[config.mk]
export PLATFORM = sky130hd
export DESIGN_NAME = ean13_module_encoder_core
export DESIGN_NICKNAME = d
export VERILOG_FILES = /design/src/design/ean13_pkg.sv /design/src/design/ean13_bcd_conv.sv /design/src/design/ean13_digit_ring.sv /design/src/design/ean13_module_encoder_core.sv
export SDC_FILE = /design/constraint.sdc
export NUM_CORES = 1
export LEC_CHECK = 0
export ABC_CLOCK_PERIOD_IN_PS = 5900
export BUFFER_PORTS_ARGS = -buffer_cell sky130_fd_sc_hd__buf_2
export CORE_ASPECT_RATIO = 1.1
export CORE_UTILIZATION = 51
export DETAILED_ROUTE_END_ITERATION = 12
export GPL_TIMING_DRIVEN = 1
export PLACE_DENSITY = 0.81
export SLEW_MARGIN = 30
export SYNTH_ARGS = -nofsm -noshare
export SYNTH_HDL_FRONTEND = slang
export SYNTH_HIERARCHICAL = 1
export SYNTH_SLANG_ARGS = --single-unit
[constraint.sdc]
create_clock -name clk_i -period 5.9 [get_ports clk_i]
set_input_delay 0.59 -clock clk_i [delete_from_list [all_inputs] [get_ports clk_i]]
set_output_delay 0.59 -clock clk_i [all_outputs]
set_load 0.01 [all_outputs]
[src/design/ean13_pkg.sv]
package ean13_pkg;

  localparam int unsigned BinW      = 40;
  localparam int unsigned DigitW    = 4;
  localparam int unsigned NumDigits = 12;
  localparam int unsigned BcdW      = DigitW * NumDigits;
  localparam int unsigned BitCntW   = $clog2(BinW);
  localparam int unsigned GroupW    = 7;
  localparam int unsigned MaskW     = 6;
  localparam int unsigned StepW     = 4;

  localparam logic [MaskW-1:0]  MaskReset   = 6'd28;
  localparam logic [GroupW-1:0] GuardEdge   = 7'd5;
  localparam logic [GroupW-1:0] GuardCentre = 7'd10;
  localparam logic [GroupW-1:0] RInvert     = 7'h7F;

  // emit and check steps that carry a fixed group, a special digit or a boundary
  localparam logic [StepW-1:0] StepStart  = 4'd0;
  localparam logic [StepW-1:0] StepLeftHi = 4'd6;
  localparam logic [StepW-1:0] StepCentre = 4'd7;
  localparam logic [StepW-1:0] StepCheck  = 4'd13;
  localparam logic [StepW-1:0] StepEnd    = 4'd14;
  localparam logic [StepW-1:0] StepLastDigit = 4'd11;

  typedef enum logic [1:0] {
    ST_IDLE,
    ST_CONV,
    ST_CHECK,
    ST_EMIT
  } state_e;

  typedef struct packed {
    logic load;
    logic rotate;
    logic accum;
  } ring_ctrl_t;

  function automatic logic [GroupW-1:0] code_l(input logic [DigitW-1:0] d);
    logic [GroupW-1:0] v;
    unique case (d)
      4'd0:    v = 7'h0D;
      4'd1:    v = 7'h19;
      4'd2:    v = 7'h13;
      4'd3:    v = 7'h3D;
      4'd4:    v = 7'h23;
      4'd5:    v = 7'h31;
      4'd6:    v = 7'h2F;
      4'd7:    v = 7'h3B;
      4'd8:    v = 7'h37;
      4'd9:    v = 7'h0B;
      default: v = 7'h0D;
    endcase
    return v;
  endfunction

  function automatic logic [GroupW-1:0] code_g(input logic [DigitW-1:0] d);
    logic [GroupW-1:0] v;
    unique case (d)
      4'd0:    v = 7'h27;
      4'd1:    v = 7'h33;
      4'd2:    v = 7'h1B;
      4'd3:    v = 7'h21;
      4'd4:    v = 7'h1D;
      4'd5:    v = 7'h39;
      4'd6:    v = 7'h05;
      4'd7:    v = 7'h11;
      4'd8:    v = 7'h09;
      4'd9:    v = 7'h17;
      default: v = 7'h27;
    endcase
    return v;
  endfunction

endpackage

[src/design/ean13_bcd_conv.sv]
module ean13_bcd_conv import ean13_pkg::*; (
  input  logic              clk_i,
  input  logic              rst_ni,
  input  logic              start_i,
  input  logic [BinW-1:0]   value_i,
  output logic              done_o,
  output logic [BcdW-1:0]   digits_o
);

  logic [BinW-1:0]    bin_q, bin_d;
  logic [BcdW-1:0]    bcd_q, bcd_d;
  logic [BitCntW-1:0] cnt_q, cnt_d;
  logic               busy_q, busy_d;
  logic               done_q, done_d;
  logic [BcdW-1:0]    adj;

  // add three to every digit of five or more before the shift
  always_comb begin
    for (int i = 0; i < NumDigits; i++) begin
      adj[i*DigitW +: DigitW] = (bcd_q[i*DigitW +: DigitW] >= 4'd5) ?
                                bcd_q[i*DigitW +: DigitW] + 4'd3 :
                                bcd_q[i*DigitW +: DigitW];
    end
  end

  always_comb begin
    bin_d  = bin_q;
    bcd_d  = bcd_q;
    cnt_d  = cnt_q;
    busy_d = busy_q;
    done_d = 1'b0;
    if (start_i) begin
      bin_d  = value_i;
      bcd_d  = '0;
      cnt_d  = '0;
      busy_d = 1'b1;
    end else if (busy_q) begin
      // digits above the twelfth fall off the top
      bcd_d = {adj[BcdW-2:0], bin_q[BinW-1]};
      bin_d = {bin_q[BinW-2:0], 1'b0};
      cnt_d = cnt_q + 1'b1;
      if (cnt_q == BitCntW'(BinW - 1)) begin
        busy_d = 1'b0;
        done_d = 1'b1;
      end
    end
  end

  always_ff @(posedge clk_i or negedge rst_ni) begin
    if (!rst_ni) begin
      busy_q <= 1'b0;
      done_q <= 1'b0;
      cnt_q  <= '0;
    end else begin
      busy_q <= busy_d;
      done_q <= done_d;
      cnt_q  <= cnt_d;
    end
  end

  always_ff @(posedge clk_i) begin
    bin_q <= bin_d;
    bcd_q <= bcd_d;
  end

  assign done_o   = done_q;
  assign digits_o = bcd_q;

endmodule

[src/design/ean13_digit_ring.sv]
module ean13_digit_ring import ean13_pkg::*; (
  input  logic              clk_i,
  input  logic              rst_ni,
  input  ring_ctrl_t        ctrl_i,
  input  logic [BcdW-1:0]   digits_i,
  output logic [DigitW-1:0] head_o,
  output logic [DigitW-1:0] check_o
);

  logic [BcdW-1:0]   ring_q, ring_d;
  logic [DigitW-1:0] acc_q, acc_d;
  logic              w3_q, w3_d;
  logic [DigitW-1:0] head;
  logic [4:0]        term;
  logic [5:0]        sum;

  assign head = ring_q[BcdW-1 -: DigitW];
  assign term = w3_q ? (5'(head) + {head, 1'b0}) : 5'(head);
  assign sum  = 6'(acc_q) + 6'(term);

  always_comb begin
    ring_d = ring_q;
    acc_d  = acc_q;
    w3_d   = w3_q;
    if (ctrl_i.load) begin
      ring_d = digits_i;
      acc_d  = '0;
      w3_d   = 1'b0;
    end else begin
      if (ctrl_i.rotate) begin
        ring_d = {ring_q[BcdW-DigitW-1:0], head};
      end
      if (ctrl_i.accum) begin
        w3_d = !w3_q;
        // keep the weighted sum reduced mod ten
        priority if (sum >= 6'd30) acc_d = 4'(sum - 6'd30);
        else if (sum >= 6'd20)      acc_d = 4'(sum - 6'd20);
        else if (sum >= 6'd10)      acc_d = 4'(sum - 6'd10);
        else                        acc_d = 4'(sum);
      end
    end
  end

  always_ff @(posedge clk_i or negedge rst_ni) begin
    if (!rst_ni) begin
      acc_q <= '0;
      w3_q  <= 1'b0;
    end else begin
      acc_q <= acc_d;
      w3_q  <= w3_d;
    end
  end

  always_ff @(posedge clk_i) begin
    ring_q <= ring_d;
  end

  assign head_o  = head;
  assign check_o = (acc_q == '0) ? '0 : 4'd10 - acc_q;

endmodule

[src/design/ean13_module_encoder_core.sv]
// Channel   Dir  Handshake                  Payload
// in        in   in_valid_i / in_stall_o    raw_number_i [39:0]
// out       out  out_valid_o / out_stall_i  modules_o [6:0]
// cfg       in   cfg_valid_i / cfg_ready_o  cfg_left_parity_mask_i [5:0]
//
// One word passes through these steps: accept, bit-serial binary to BCD
// conversion (one input bit per cycle), load the digit ring, walk the 12
// digits for the check digit, and emit the 15 groups, one group per emit
// step, with a step held while the output stalls.
// Reset clears the control state and sets the parity mask to 011100 (LGGGLL).
// in_stall_o is high from acceptance until the last group is loaded into the
// output register; the output register holds a valid group while out_stall_i is high.
module ean13_module_encoder_core import ean13_pkg::*; (
  input  logic              clk_i,
  input  logic              rst_ni,
  input  logic              in_valid_i,
  output logic              in_stall_o,
  input  logic [BinW-1:0]   raw_number_i,
  output logic              out_valid_o,
  input  logic              out_stall_i,
  output logic [GroupW-1:0] modules_o,
  input  logic              cfg_valid_i,
  output logic              cfg_ready_o,
  input  logic [MaskW-1:0]  cfg_left_parity_mask_i
);

  state_e             state_q, state_d;
  logic [StepW-1:0]   step_q, step_d;
  logic [MaskW-1:0]   mask_q;
  logic               out_valid_q, out_valid_d;
  logic [GroupW-1:0]  modules_q, modules_d;

  logic               in_accept;
  logic               conv_done;
  logic [BcdW-1:0]    conv_digits;
  ring_ctrl_t         ring_ctrl;
  logic [DigitW-1:0]  head;
  logic [DigitW-1:0]  check;
  logic               emit_go;
  logic [2:0]         par_idx;
  logic [GroupW-1:0]  group;

  assign in_accept   = in_valid_i && (state_q == ST_IDLE);
  assign in_stall_o  = (state_q != ST_IDLE);
  assign cfg_ready_o = 1'b1;

  // register write; the user must write it only while idle, the block itself does not enforce it
  always_ff @(posedge clk_i or negedge rst_ni) begin
    if (!rst_ni) begin
      mask_q <= MaskReset;
    end else if (cfg_valid_i) begin
      mask_q <= cfg_left_parity_mask_i;
    end
  end

  ean13_bcd_conv u_conv (
    .clk_i    (clk_i),
    .rst_ni   (rst_ni),
    .start_i  (in_accept),
    .value_i  (raw_number_i),
    .done_o   (conv_done),
    .digits_o (conv_digits)
  );

  ean13_digit_ring u_ring (
    .clk_i    (clk_i),
    .rst_ni   (rst_ni),
    .ctrl_i   (ring_ctrl),
    .digits_i (conv_digits),
    .head_o   (head),
    .check_o  (check)
  );

  // a group may be loaded when the output register is free or draining
  assign emit_go = (state_q == ST_EMIT) && (!out_valid_q || !out_stall_i);

  // left digit k = step-1 uses mask bit 5-k = 6-step
  assign par_idx = 3'(StepLeftHi - step_q);

  // group for the current emit step
  always_comb begin
    if (step_q == StepStart || step_q == StepEnd) begin
      group = GuardEdge;
    end else if (step_q == StepCentre) begin
      group = GuardCentre;
    end else if (step_q == StepCheck) begin
      group = code_l(check) ^ RInvert;
    end else if (step_q < StepCentre) begin
      group = mask_q[par_idx] ? code_g(head) : code_l(head);
    end else begin
      group = code_l(head) ^ RInvert;
    end
  end

  // next state and step counter
  always_comb begin
    state_d = state_q;
    step_d  = step_q;
    unique case (state_q)
      ST_IDLE: begin
        if (in_accept) state_d = ST_CONV;
      end
      ST_CONV: begin
        if (conv_done) begin
          state_d = ST_CHECK;
          step_d  = '0;
        end
      end
      ST_CHECK: begin
        step_d = step_q + 1'b1;
        if (step_q == StepLastDigit) begin
          state_d = ST_EMIT;
          step_d  = '0;
        end
      end
      ST_EMIT: begin
        if (emit_go) begin
          step_d = step_q + 1'b1;
          if (step_q == StepEnd) begin
            state_d = ST_IDLE;
            step_d  = '0;
          end
        end
      end
      default: state_d = ST_IDLE;
    endcase
  end

  // ring control and output register
  always_comb begin
    ring_ctrl   = '0;
    out_valid_d = out_valid_q && out_stall_i;
    modules_d   = modules_q;
    unique case (state_q)
      ST_IDLE: ;
      ST_CONV: begin
        ring_ctrl.load = conv_done;
      end
      ST_CHECK: begin
        // one full turn leaves n1 at the head again
        ring_ctrl.rotate = 1'b1;
        ring_ctrl.accum  = 1'b1;
      end
      ST_EMIT: begin
        if (emit_go) begin
          out_valid_d = 1'b1;
          modules_d   = group;
          // start guard drops n1 past the head; the centre guard, the check
          // digit and the end guard leave the ring alone
          ring_ctrl.rotate = (step_q != StepCentre) && (step_q != StepCheck) &&
                             (step_q != StepEnd);
        end
      end
      default: ;
    endcase
  end

  always_ff @(posedge clk_i or negedge rst_ni) begin
    if (!rst_ni) begin
      state_q     <= ST_IDLE;
      step_q      <= '0;
      out_valid_q <= 1'b0;
    end else begin
      state_q     <= state_d;
      step_q      <= step_d;
      out_valid_q <= out_valid_d;
    end
  end

  always_ff @(posedge clk_i) begin
    modules_q <= modules_d;
  end

  assign out_valid_o = out_valid_q;
  assign modules_o   = modules_q;

endmodule
# Word-level counts from Yosys, hierarchy flattened
# Memory sizes are Yosys's and may differ from the RTL's. A register that Yosys moved wholly into a read port is not among the register bits.
# Cells that the tools add are included.
# op_classes
n_addsub	21
order_cmp	17
n_eq_ne	16
mux	66
n_bitwise	2
reduce_logical	22
# ops
cell	count
$mux W4	25
$mux W48	2
$mux W40	2
$mux W7	10
$ge A4 B3 Y1 const B	12
$add A4 B2 Y4 const B	11
$mux W1	14
$not A7 Y7	2
$eq A4 B4 Y1 const B	3
$ge A6 B5 Y1 const B	2
$mux W6	2
$pmux W4 S3	1
$mux W2	5
$logic_not A4 Y1	2
$ne A4 B4 Y1 const B	2
$pmux W2 S4	1
$reduce_bool A2 Y1	4
$sub A4 B4 Y4 const B	2
$add A4 B5 Y6	1
$add A6 B1 Y6 const B	1
$eq A6 B6 Y1 const B	1
$ge A6 B4 Y1 const B	1
$ne A2 B2 Y1 const B	3
$add A4 B5 Y5	1
other kinds (25)	34
# totals
ff_bits	169
romBits	320
inputBits	51
out_inout_bits	10
wordCells	162
memories	4
# memory_table
memory	words	width	read_ports	rd_ports_with_merged_regs	write_ports	line_no	text
(name not given)	16	5	1	0	0	ean13_pkg.sv:40	unique case (d)
(name not given)	16	5	1	1	0	ean13_pkg.sv:58	unique case (d)
(name not given)	16	5	1	1	0	ean13_pkg.sv:40	
(name not given)	16	5	1	1	0	ean13_pkg.sv:40	

# Depth between registers and ports, before layout
# Gate-level depths: netlist (run 1).
# logic_depth
word_depth	9
mapped_depth	15
depth_no_buf	15

# Modules after synthesis
# The synthesis (run 1) kept the hierarchy.
# by_module_without_submodules
mod	n_inst	cells_each	area_each_um2	seq_area_each_um2
ean13_bcd_conv	1	483	4979.8	2362.3
ean13_digit_ring	1	229	3044.2	1566.5
ean13_module_encoder_core	1	186	1710.4	539.3

# Worst setup path before layout (run 1)
# No wires, ideal clock.
# synth_path
path_kind	reg-to-reg
startpoint	register u_ring.ring_q[45]
endpoint	register u_ring.acc_q[2]
setup_time_ns	0.095
arrival_time_ns	3.653
required_ns	5.805
setup_slack_ns	2.151
stages_incl_launch_ff	13
synth_period_minus_slack_ns	3.749
cell_sequence	edfxtp_1 -> ha_1 -> fa_1 -> mux2_2 -> ha_1 -> xor2_1 -> ha_1 -> or4b_1 -> o221ai_1 -> a211o_1 -> nand3_2 -> a32o_1 -> o32ai_2
# synth_between
elab_chain_len	9
# synth_lines
element	line_no	text
start: declaration	ean13_digit_ring.sv:10	logic [BcdW-1:0] ring_q, ring_d;
start signal: assignment	ean13_digit_ring.sv:55	ring_q <= ring_d;
$add A4 B5 Y5	ean13_digit_ring.sv:18	assign term = w3_q ? (5'(head) + {head, 1'b0}) : 5'(head);
$mux W5 (*)	ean13_digit_ring.sv:18	
$add A4 B5 Y6 (*)	ean13_digit_ring.sv:19	assign sum = 6'(acc_q) + 6'(term);
$ge A6 B4 Y1 / $sub A4 B4 Y4 (equally long branches)	ean13_digit_ring.sv:38	else if (sum >= 6'd10) acc_d = 4'(sum - 6'd10);
$mux W4	ean13_digit_ring.sv:38	
$mux W4	ean13_digit_ring.sv:37	else if (sum >= 6'd20) acc_d = 4'(sum - 6'd20);
$mux W4 (*)	ean13_digit_ring.sv:36	priority if (sum >= 6'd30) acc_d = 4'(sum - 6'd30);
$mux W4 (*)	ean13_digit_ring.sv:33	if (ctrl_i.accum) begin
$mux W4 (*)	ean13_digit_ring.sv:25	if (ctrl_i.load) begin
end signal: assignment	ean13_digit_ring.sv:46	acc_q <= '0;
end signal: assignment	ean13_digit_ring.sv:49	acc_q <= acc_d;
end: declaration	ean13_digit_ring.sv:11	logic [DigitW-1:0] acc_q, acc_d;
# Mark *: on every way between the ends. The rest lies on a longest branch, timed or not. The select of a mux whose other input is x is not followed.
# A chain may end at the register's enable or synchronous reset.

# Worst setup path in the final report (run 1)
# Ends and elaborated chain as after synthesis.

==> out/qor.yml, run 1 <==
run_status: "complete, no violations"
synthesis.yosys.warnings: 6
r2r_start: "u_ring/ring_q[45]$_DFFE_PP_"
placement.setup.worst_slack_ns: 1.575
routed_wire_length_per_instance_um: 16.21
grt_setup_unrepaired: "false"
pwr_density_cell_nw_per_um2: 668.5
post_synth_num_cell_types: 75
grt_util_all_layers: 0.2052
place.gp.congestion: 0.8388
htree_levels: 4
worstSetupPathType: "flip-flop to flip-flop"
synth_area_leaders: "sky130_fd_sc_hd__edfxtp_1, sky130_fd_sc_hd__mux2_2, sky130_fd_sc_hd__dfxtp_1"
finalSetupTns_ns: 0
cts_hold_repair.buffers: 0
dpl.hpwl_mm: 12.55
synth.largest_area_cell: "sky130_fd_sc_hd__edfxtp_1"
wire_length_of_the_first_global_routing_pass_mm: 32.24
numCtsBuffers: 17
num_io_pins: 61
route.vias.total: 6974
worstPathArrival_ns: 4.66
final_min_period_over_clock_period: 0.7326
setup_viol: 0
transition_time_at_the_pin_with_the_least_slew_margin_ns: 0.9724
netlist_instances: 898
worst_hold_path_type: "input pin to async pin"
synth_sequential_area_ratio: 0.4590
fp.coreArea_um2: 18540
avgViaCountPerCell: 5.846
period_minus_slack_ns: 4.322
drt-total-wl_mm: 19.34
timing.reg2reg.worst_path_depth: 12
insertedDiodeCount: 0
relSlewSlack: 0.3504
first_global_vias: 6814
register_area_um2: 4469
grt_start_max_net_pins: 58
crit_path_start: "u_ring/ring_q[45]$_DFFE_PP_"
firstDrtPassIters: 5
max_fclk_mhz: 231.4
rrSetupSlack_ns: 1.58
final_nets: 1051
postSynth.asyncResetShare: 0.1538
io_buffers: 59
ctsRootBufferMaster: "sky130_fd_sc_hd__clkbuf_16"
syn-num-nets: 1012
max-cap-violations: 0
fin_skew_ns: 0.008444
worstPathMaxFanout: 11
final.setup.worst_slack_ns: 1.578
slew_viol_final: 0
synth_top_flop_cell: "sky130_fd_sc_hd__edfxtp_1"
tritoncts: "yes"
synth.cells.most_frequent: "sky130_fd_sc_hd__mux2_2, sky130_fd_sc_hd__edfxtp_1, sky130_fd_sc_hd__inv_1, sky130_fd_sc_hd__a21oi_1, sky130_fd_sc_hd__ha_1"
num-fill-cells: 1515
synthToLayoutAreaGrowth_pct: 9.872
final-hold-violation-count: 0
synthDominantCellAreaShare: 0.2931
clock-sinks: 169
worstSetupStartpointType: "flip-flop"
clk_path_buf_depth: 2
critPathRequiredTime_ns: 6.23
final_layout_size_suffix_gt1_frac: 0.2411
remaining_drc_errors: 0
chipHeight_um: 146.9
dieWidth_um: 133.7
antenna_found_initial: 0
ant_nets: 0
synth.ff_latch_count: 169
synth-edff-count: 95
post_cts.resized_instances: 0
multi_input_area_um2: 4770
grt_overflow_total: 0
setup.worst_path.end_class: "flip-flop"
vdd_ir_drop_max_mv: 0.3535
regToRegEndpoint: "u_ring/acc_q[2]$_DFFE_PN0P_"
synth_area_um2: 9734
row_count: 52
power.static_leakage_nw: 4.224
clkLatencyLatePin_ns: 0.43
effective_utilization_at_floorplan: 0.5250
library_cell_with_the_highest_instance_count_after_synthesis: "sky130_fd_sc_hd__mux2_2"
path_clk_slew_ns: 0.07
dieArea_um2: 19640
initial_detailed_routing_violation_count: 671
post_cts.repair.setup_buffers: 0
post_synth.cell_area_avg_um2: 10.84
cell type report:
cell class,instances,area share
clock buffers,19,0.04048
flip-flops and latches,169,0.4179
multi-input cells,614,0.4460
clock inverters,13,0.01123
repair buffers,64,0.03112
well taps,243,0.02843
inverters,71,0.02492
per-layer routing:
metal  track usage  vias to the layer above  wire length, um
li1              -                     3407                -
met5             0                        -                0
met1        0.2419                     3400             8273
met2        0.3668                      144            10160
met3       0.03589                       23              561
met4       0.08295                        0              346
critical path: stages, from the launching register on:
cell                       delay, ns
sky130_fd_sc_hd__edfxtp_1       0.56
sky130_fd_sc_hd__ha_1           0.30
sky130_fd_sc_hd__fa_1           0.44
sky130_fd_sc_hd__mux2_2         0.28
sky130_fd_sc_hd__ha_1           0.38
sky130_fd_sc_hd__xor2_1         0.54
sky130_fd_sc_hd__ha_1           0.27
sky130_fd_sc_hd__or4b_1         0.43
sky130_fd_sc_hd__o221ai_1       0.19
sky130_fd_sc_hd__a211o_1        0.20
sky130_fd_sc_hd__nand3_2        0.12
sky130_fd_sc_hd__a32o_1         0.24
sky130_fd_sc_hd__o32ai_2        0.26
flip-flops by register name (all words and copies together), names as in the netlist:
name and cells:
state_q 2, u_conv/digits_o 48, u_conv/done_o 1, step_q 4
u_conv/bin_q 40, out_valid_o 1, modules_o 7, u_conv/busy_q 1
u_conv/cnt_q 6, mask_q 6, u_ring/ring_q 48, u_ring/acc_q 4
u_ring/w3_q 1
power by group:
part	internal, mW	switching, mW
Combinational	1.65	1.99
Sequential	1.99	0.448
Clock	0.586	0.486
layout by cell type, fill, tap and decap left out, types with 6 or more instances in the layout:
master / instances
sky130_fd_sc_hd__or3_1: 11
sky130_fd_sc_hd__inv_1: 71
sky130_fd_sc_hd__a211oi_1: 6
sky130_fd_sc_hd__mux2_2: 96
sky130_fd_sc_hd__nand3_1: 23
sky130_fd_sc_hd__xnor2_1: 6
sky130_fd_sc_hd__o21ai_0: 39
sky130_fd_sc_hd__nand2b_1: 15
sky130_fd_sc_hd__clkbuf_16: 17
sky130_fd_sc_hd__o21ai_1: 16
sky130_fd_sc_hd__edfxtp_1: 95
sky130_fd_sc_hd__a21oi_1: 61
sky130_fd_sc_hd__a21o_1: 8
sky130_fd_sc_hd__dfrtp_1: 22
sky130_fd_sc_hd__a31oi_1: 14
sky130_fd_sc_hd__o22ai_1: 9
sky130_fd_sc_hd__nand4_1: 13
sky130_fd_sc_hd__nor2_1: 46
sky130_fd_sc_hd__ha_1: 61
sky130_fd_sc_hd__nand2_1: 40
sky130_fd_sc_hd__mux2i_1: 11
sky130_fd_sc_hd__nor2b_1: 8
sky130_fd_sc_hd__o22a_1: 9
sky130_fd_sc_hd__buf_2: 59
sky130_fd_sc_hd__dfxtp_1: 48
sky130_fd_sc_hd__a311oi_2: 8
sky130_fd_sc_hd__o32ai_1: 10
sky130_fd_sc_hd__nand4b_1: 6
sky130_fd_sc_hd__nor3_1: 14
sky130_fd_sc_hd__a21bo_2: 8
logic make-up after synthesis:
| family | count (synthesis) | share of synthesized area |
|---|---|---|
| fa+ha+maj | 63 | 0.08252 |
| buf+inv | 115 | 0.05219 |
| mux | 108 | 0.1247 |
| other cells | 1 | 0.0003852 |
| flops | 169 | 0.4590 |
| xor+xnor | 11 | 0.01131 |
| compound gates | 223 | 0.1563 |
| simple gates | 208 | 0.1136 |
stage by stage:
stage | util | total power [mW] | instances | hold WS (ns) | cell area, um2
final | 0.5768 | 7.150 | 1193 | 0.1711 | 10700
after global routing | 0.5768 | 7.719 | 1193 | 0.2104 | 10700
after CTS | 0.5768 | 7.149 | 1193 | 0.1824 | 10700
after detailed placement | 0.5470 | 6.024 | 1161 | 0.4640 | 10140
after global placement | 0.5468 | 5.863 | 1161 | 0.4576 | 10140
after floorplan | - | 5.246 | 898 | 0.2944 | 9734
worst max-delay path by stage:
stage / cells past startpoint / end
after floorplan: 12 / u_ring/acc_q[2]$_DFFE_PN0P_
after global placement: 12 / u_ring/acc_q[2]$_DFFE_PN0P_
after detailed placement: 12 / u_ring/acc_q[2]$_DFFE_PN0P_
after CTS: 12 / u_ring/acc_q[2]$_DFFE_PN0P_
after global routing: 12 / u_ring/acc_q[2]$_DFFE_PN0P_
final: 12 / u_ring/acc_q[2]$_DFFE_PN0P_
Note: power is estimated with default switching activity, not from simulation.
==> inputs of run 2 (changes only) <==
- ABC_CLOCK_PERIOD_IN_PS: 5900 -> 4200
- clock period: 5.9 -> 4.2 ns (I/O delays scaled with it)
==> run 2 against run 1 <==
  * Design area up 1.2%
  * Count of clock-buffer cells in the layout down 2
  * Flip-flop and latch count unchanged
  * First-iteration DRC count down 8.8%
  * Register-to-register slack worse by 1.2 ns
  * Highest routed layer unchanged
  * Die area unchanged
==> out/qor.yml, run 2 (synthesized netlist as in run 1, its figures left out) <==
worstPathArrival_ns: 4.18  # -0.48 ns
run_status: "complete, no violations"
dpl.hpwl_mm: 12.44  # -0.84%
final.setup.worst_slack_ns: 0.3590  # -1.219 ns
clock-sinks: 169  # unchanged
vdd_ir_drop_max_mv: 0.5201  # +47%
placed_cells_incl_taps: 1166  # +0.43%
num_io_pins: 61  # unchanged
pwr_density_cell_nw_per_um2: 946.7  # +42%
row_count: 52  # unchanged
synthToLayoutAreaGrowth_pct: 11.17
firstDrtPassIters: 5  # unchanged
final_nets: 1056  # +0.48%
finalSetupTns_ns: 0  # unchanged
worstSetupStartpointType: "flip-flop"
drt-total-wl_mm: 19.10  # -1.2%
first_global_vias: 6952  # +2.0%
slew_viol_final: 0  # unchanged
r2r_start: "u_ring/ring_q[44]$_DFFE_PP_"
finalHoldWorstSlack_ns: 0.01557  # -0.1555 ns
path_clk_slew_ns: 0.07  # about the same
routed_wire_length_per_instance_um: 15.95  # -1.6%
route.vias.total: 7009  # +0.50%
fin_cells: 1198  # +0.42%
grt_setup_unrepaired: "false"
io_buffers: 59  # unchanged
grt_util_all_layers: 0.2028  # -0.002363
remaining_drc_errors: 0  # unchanged
grt_overflow_total: 0  # unchanged
effective_utilization_at_floorplan: 0.5250  # unchanged
final_layout_size_suffix_gt1_frac: 0.2492  # +0.008162
ctsRootBufferMaster: "sky130_fd_sc_hd__clkbuf_16"
fp.coreArea_um2: 18540  # unchanged
worstPathMaxFanout: 6  # -5
worstSetupPathType: "flip-flop to flip-flop"
post_cts.resized_instances: 0  # unchanged
max_fclk_mhz: 260.4  # +13%
share_clk_of_total_power: 0.161  # +0.011
p_int_mw: 6.093  # +44%
final_min_period_over_clock_period: 0.9145  # +0.1819
fin_skew_ns: 0.007460  # -0.0009839 ns
most-common-layout-cells: "sky130_fd_sc_hd__mux2_2, sky130_fd_sc_hd__edfxtp_1, sky130_fd_sc_hd__inv_1"
setup_viol: 0  # unchanged
grt_start_max_net_pins: 106  # +83%
critPathRequiredTime_ns: 4.53  # -1.70 ns
clk_path_buf_depth: 2  # unchanged
dieWidth_um: 133.7  # unchanged
power.static_leakage_nw: 4.294  # +1.6%
post_cts.repair.setup_buffers: 0  # unchanged
antenna_found_initial: 0  # unchanged
relSlewSlack: 0.5251  # +0.1747
period_minus_slack_ns: 3.841  # -0.4813 ns
p_sw_frac: 0.4052  # -0.003601
timing.reg2reg.worst_path_depth: 12  # unchanged
regToRegEndpoint: "u_ring/acc_q[2]$_DFFE_PN0P_"
initial_detailed_routing_violation_count: 612  # -8.8%
place.gp.congestion: 0.8218  # -2.0%
dieArea_um2: 19640  # unchanged
most_common_library_cell_in_the_layout_ignoring_fill_and_taps: "sky130_fd_sc_hd__mux2_2"
placement.setup.worst_slack_ns: 0.4324  # -1.143 ns
switching_power_mw: 4.151  # +42%
numCtsBuffers: 17  # unchanged
power.share.sequential: 0.328  # -0.013
crit_path_start: "u_ring/ring_q[44]$_DFFE_PP_"
power.share.combinational: 0.510  # about the same
crit_end: "u_ring/acc_q[2]$_DFFE_PN0P_"
htree_levels: 4  # unchanged
insertedDiodeCount: 0  # unchanged
report.power.total_mw: 10.24  # +43%
transition_time_at_the_pin_with_the_least_slew_margin_ns: 0.7124  # -0.2600 ns
clkLatencyLatePin_ns: 0.42  # about the same
ant_nets: 0  # unchanged
setup.worst_path.end_class: "flip-flop"
rrSetupSlack_ns: 0.36  # -1.22 ns
max-cap-violations: 0  # unchanged
cts_hold_repair.buffers: 0  # unchanged
final-hold-violation-count: 0  # unchanged
worst_hold_path_type: "input pin to async pin"
wire_length_of_the_first_global_routing_pass_mm: 32.40  # +0.51%
chipHeight_um: 146.9  # unchanged
tritoncts: "yes"
avgViaCountPerCell: 5.851  # about the same
[run 2: cell count changes in the layout (fill, tap and decap cells not counted), moves of 2 or more]
cell,before,now
sky130_fd_sc_hd__buf_4,5,9
sky130_fd_sc_hd__clkinv_2,3,0
sky130_fd_sc_hd__clkinvlp_4,3,0
sky130_fd_sc_hd__inv_6,2,5
sky130_fd_sc_hd__clkbuf_1,2,0
sky130_fd_sc_hd__clkinv_4,1,3
sky130_fd_sc_hd__clkinv_8,0,2
[run 2: power groups by stage]
| stage | registers [mW] | logic (mW) | clock network, mW |
|---|---|---|---|
| finish | 3.36 | 5.23 | 1.65 |
| global route | 3.47 | 5.84 | 1.74 |
| CTS | 3.36 | 5.21 | 1.67 |
| detailed placement | 3.38 | 5.14 | 0 |
| global placement | 3.35 | 5.02 | 0 |
| floorplan | 3.19 | 4.18 | 0 |
[run 2: metrics by stage]
| step | utilization | cell area [um2] |
|---|---|---|
| global route | 0.5836 | 10820 |
| detailed placement | 0.5498 | 10190 |
| floorplan | - | 9734 |
| CTS | 0.5836 | 10820 |
| global placement | 0.5495 | 10190 |
| finish | 0.5836 | 10820 |
[run 2: final cells by class]
class | count | area (um2)
fill | 1488 | 7721
multi-input combinational | 614 | 4772
sequential | 169 | 4469
clock buffer | 17 | 425.4
timing repair buffer | 69 | 382.9
tap | 243 | 304.0
inverter | 71 | 266.5
clock inverter | 15 | 201.4
[run 2: worst min-delay path by stage]
| stage | from | to | slack, ns | cells after the start |
|---|---|---|---|---|
| 3_3_place_gp | u_conv/digits_o[47]$_SDFFE_PP0P_ | u_conv/digits_o[47]$_SDFFE_PP0P_ | 0.47 | 2 |
| 5_1_grt | rst_ni | step_q[3]$_DFFE_PN0P_ | 0.04 | 1 |
| 3_5_place_dp | rst_ni | mask_q[0]$_DFFE_PN0P_ | 0.48 | 1 |
| 4_1_cts | rst_ni | out_valid_o$_DFF_PN0_ | 0.03 | 1 |
| 2_1_floorplan | rst_ni | mask_q[0]$_DFFE_PN0P_ | 0.12 | 0 |
| 6_report | rst_ni | step_q[3]$_DFFE_PN0P_ | 0.02 | 1 |
[run 2: metal layers]
| layer | global-route usage | part of all wire |
|---|---|---|
| met5 | 0 | 0 |
| met4 | 0.07102 | 0.016 |
| met3 | 0.03934 | 0.039 |
| met2 | 0.3565 | 0.51 |
| met1 | 0.2463 | 0.43 |
[run 2: worst max-delay path: stages (launching register included)]
cell and delay, ns:
sky130_fd_sc_hd__edfxtp_1 0.39, sky130_fd_sc_hd__ha_1 0.25, sky130_fd_sc_hd__fa_1 0.44, sky130_fd_sc_hd__mux2_2 0.28
sky130_fd_sc_hd__ha_1 0.39, sky130_fd_sc_hd__xor2_1 0.35, sky130_fd_sc_hd__ha_1 0.23, sky130_fd_sc_hd__or4b_1 0.43
sky130_fd_sc_hd__o221ai_1 0.17, sky130_fd_sc_hd__a211o_1 0.19, sky130_fd_sc_hd__nand3_2 0.12, sky130_fd_sc_hd__a32o_1 0.25
sky130_fd_sc_hd__o32ai_2 0.25
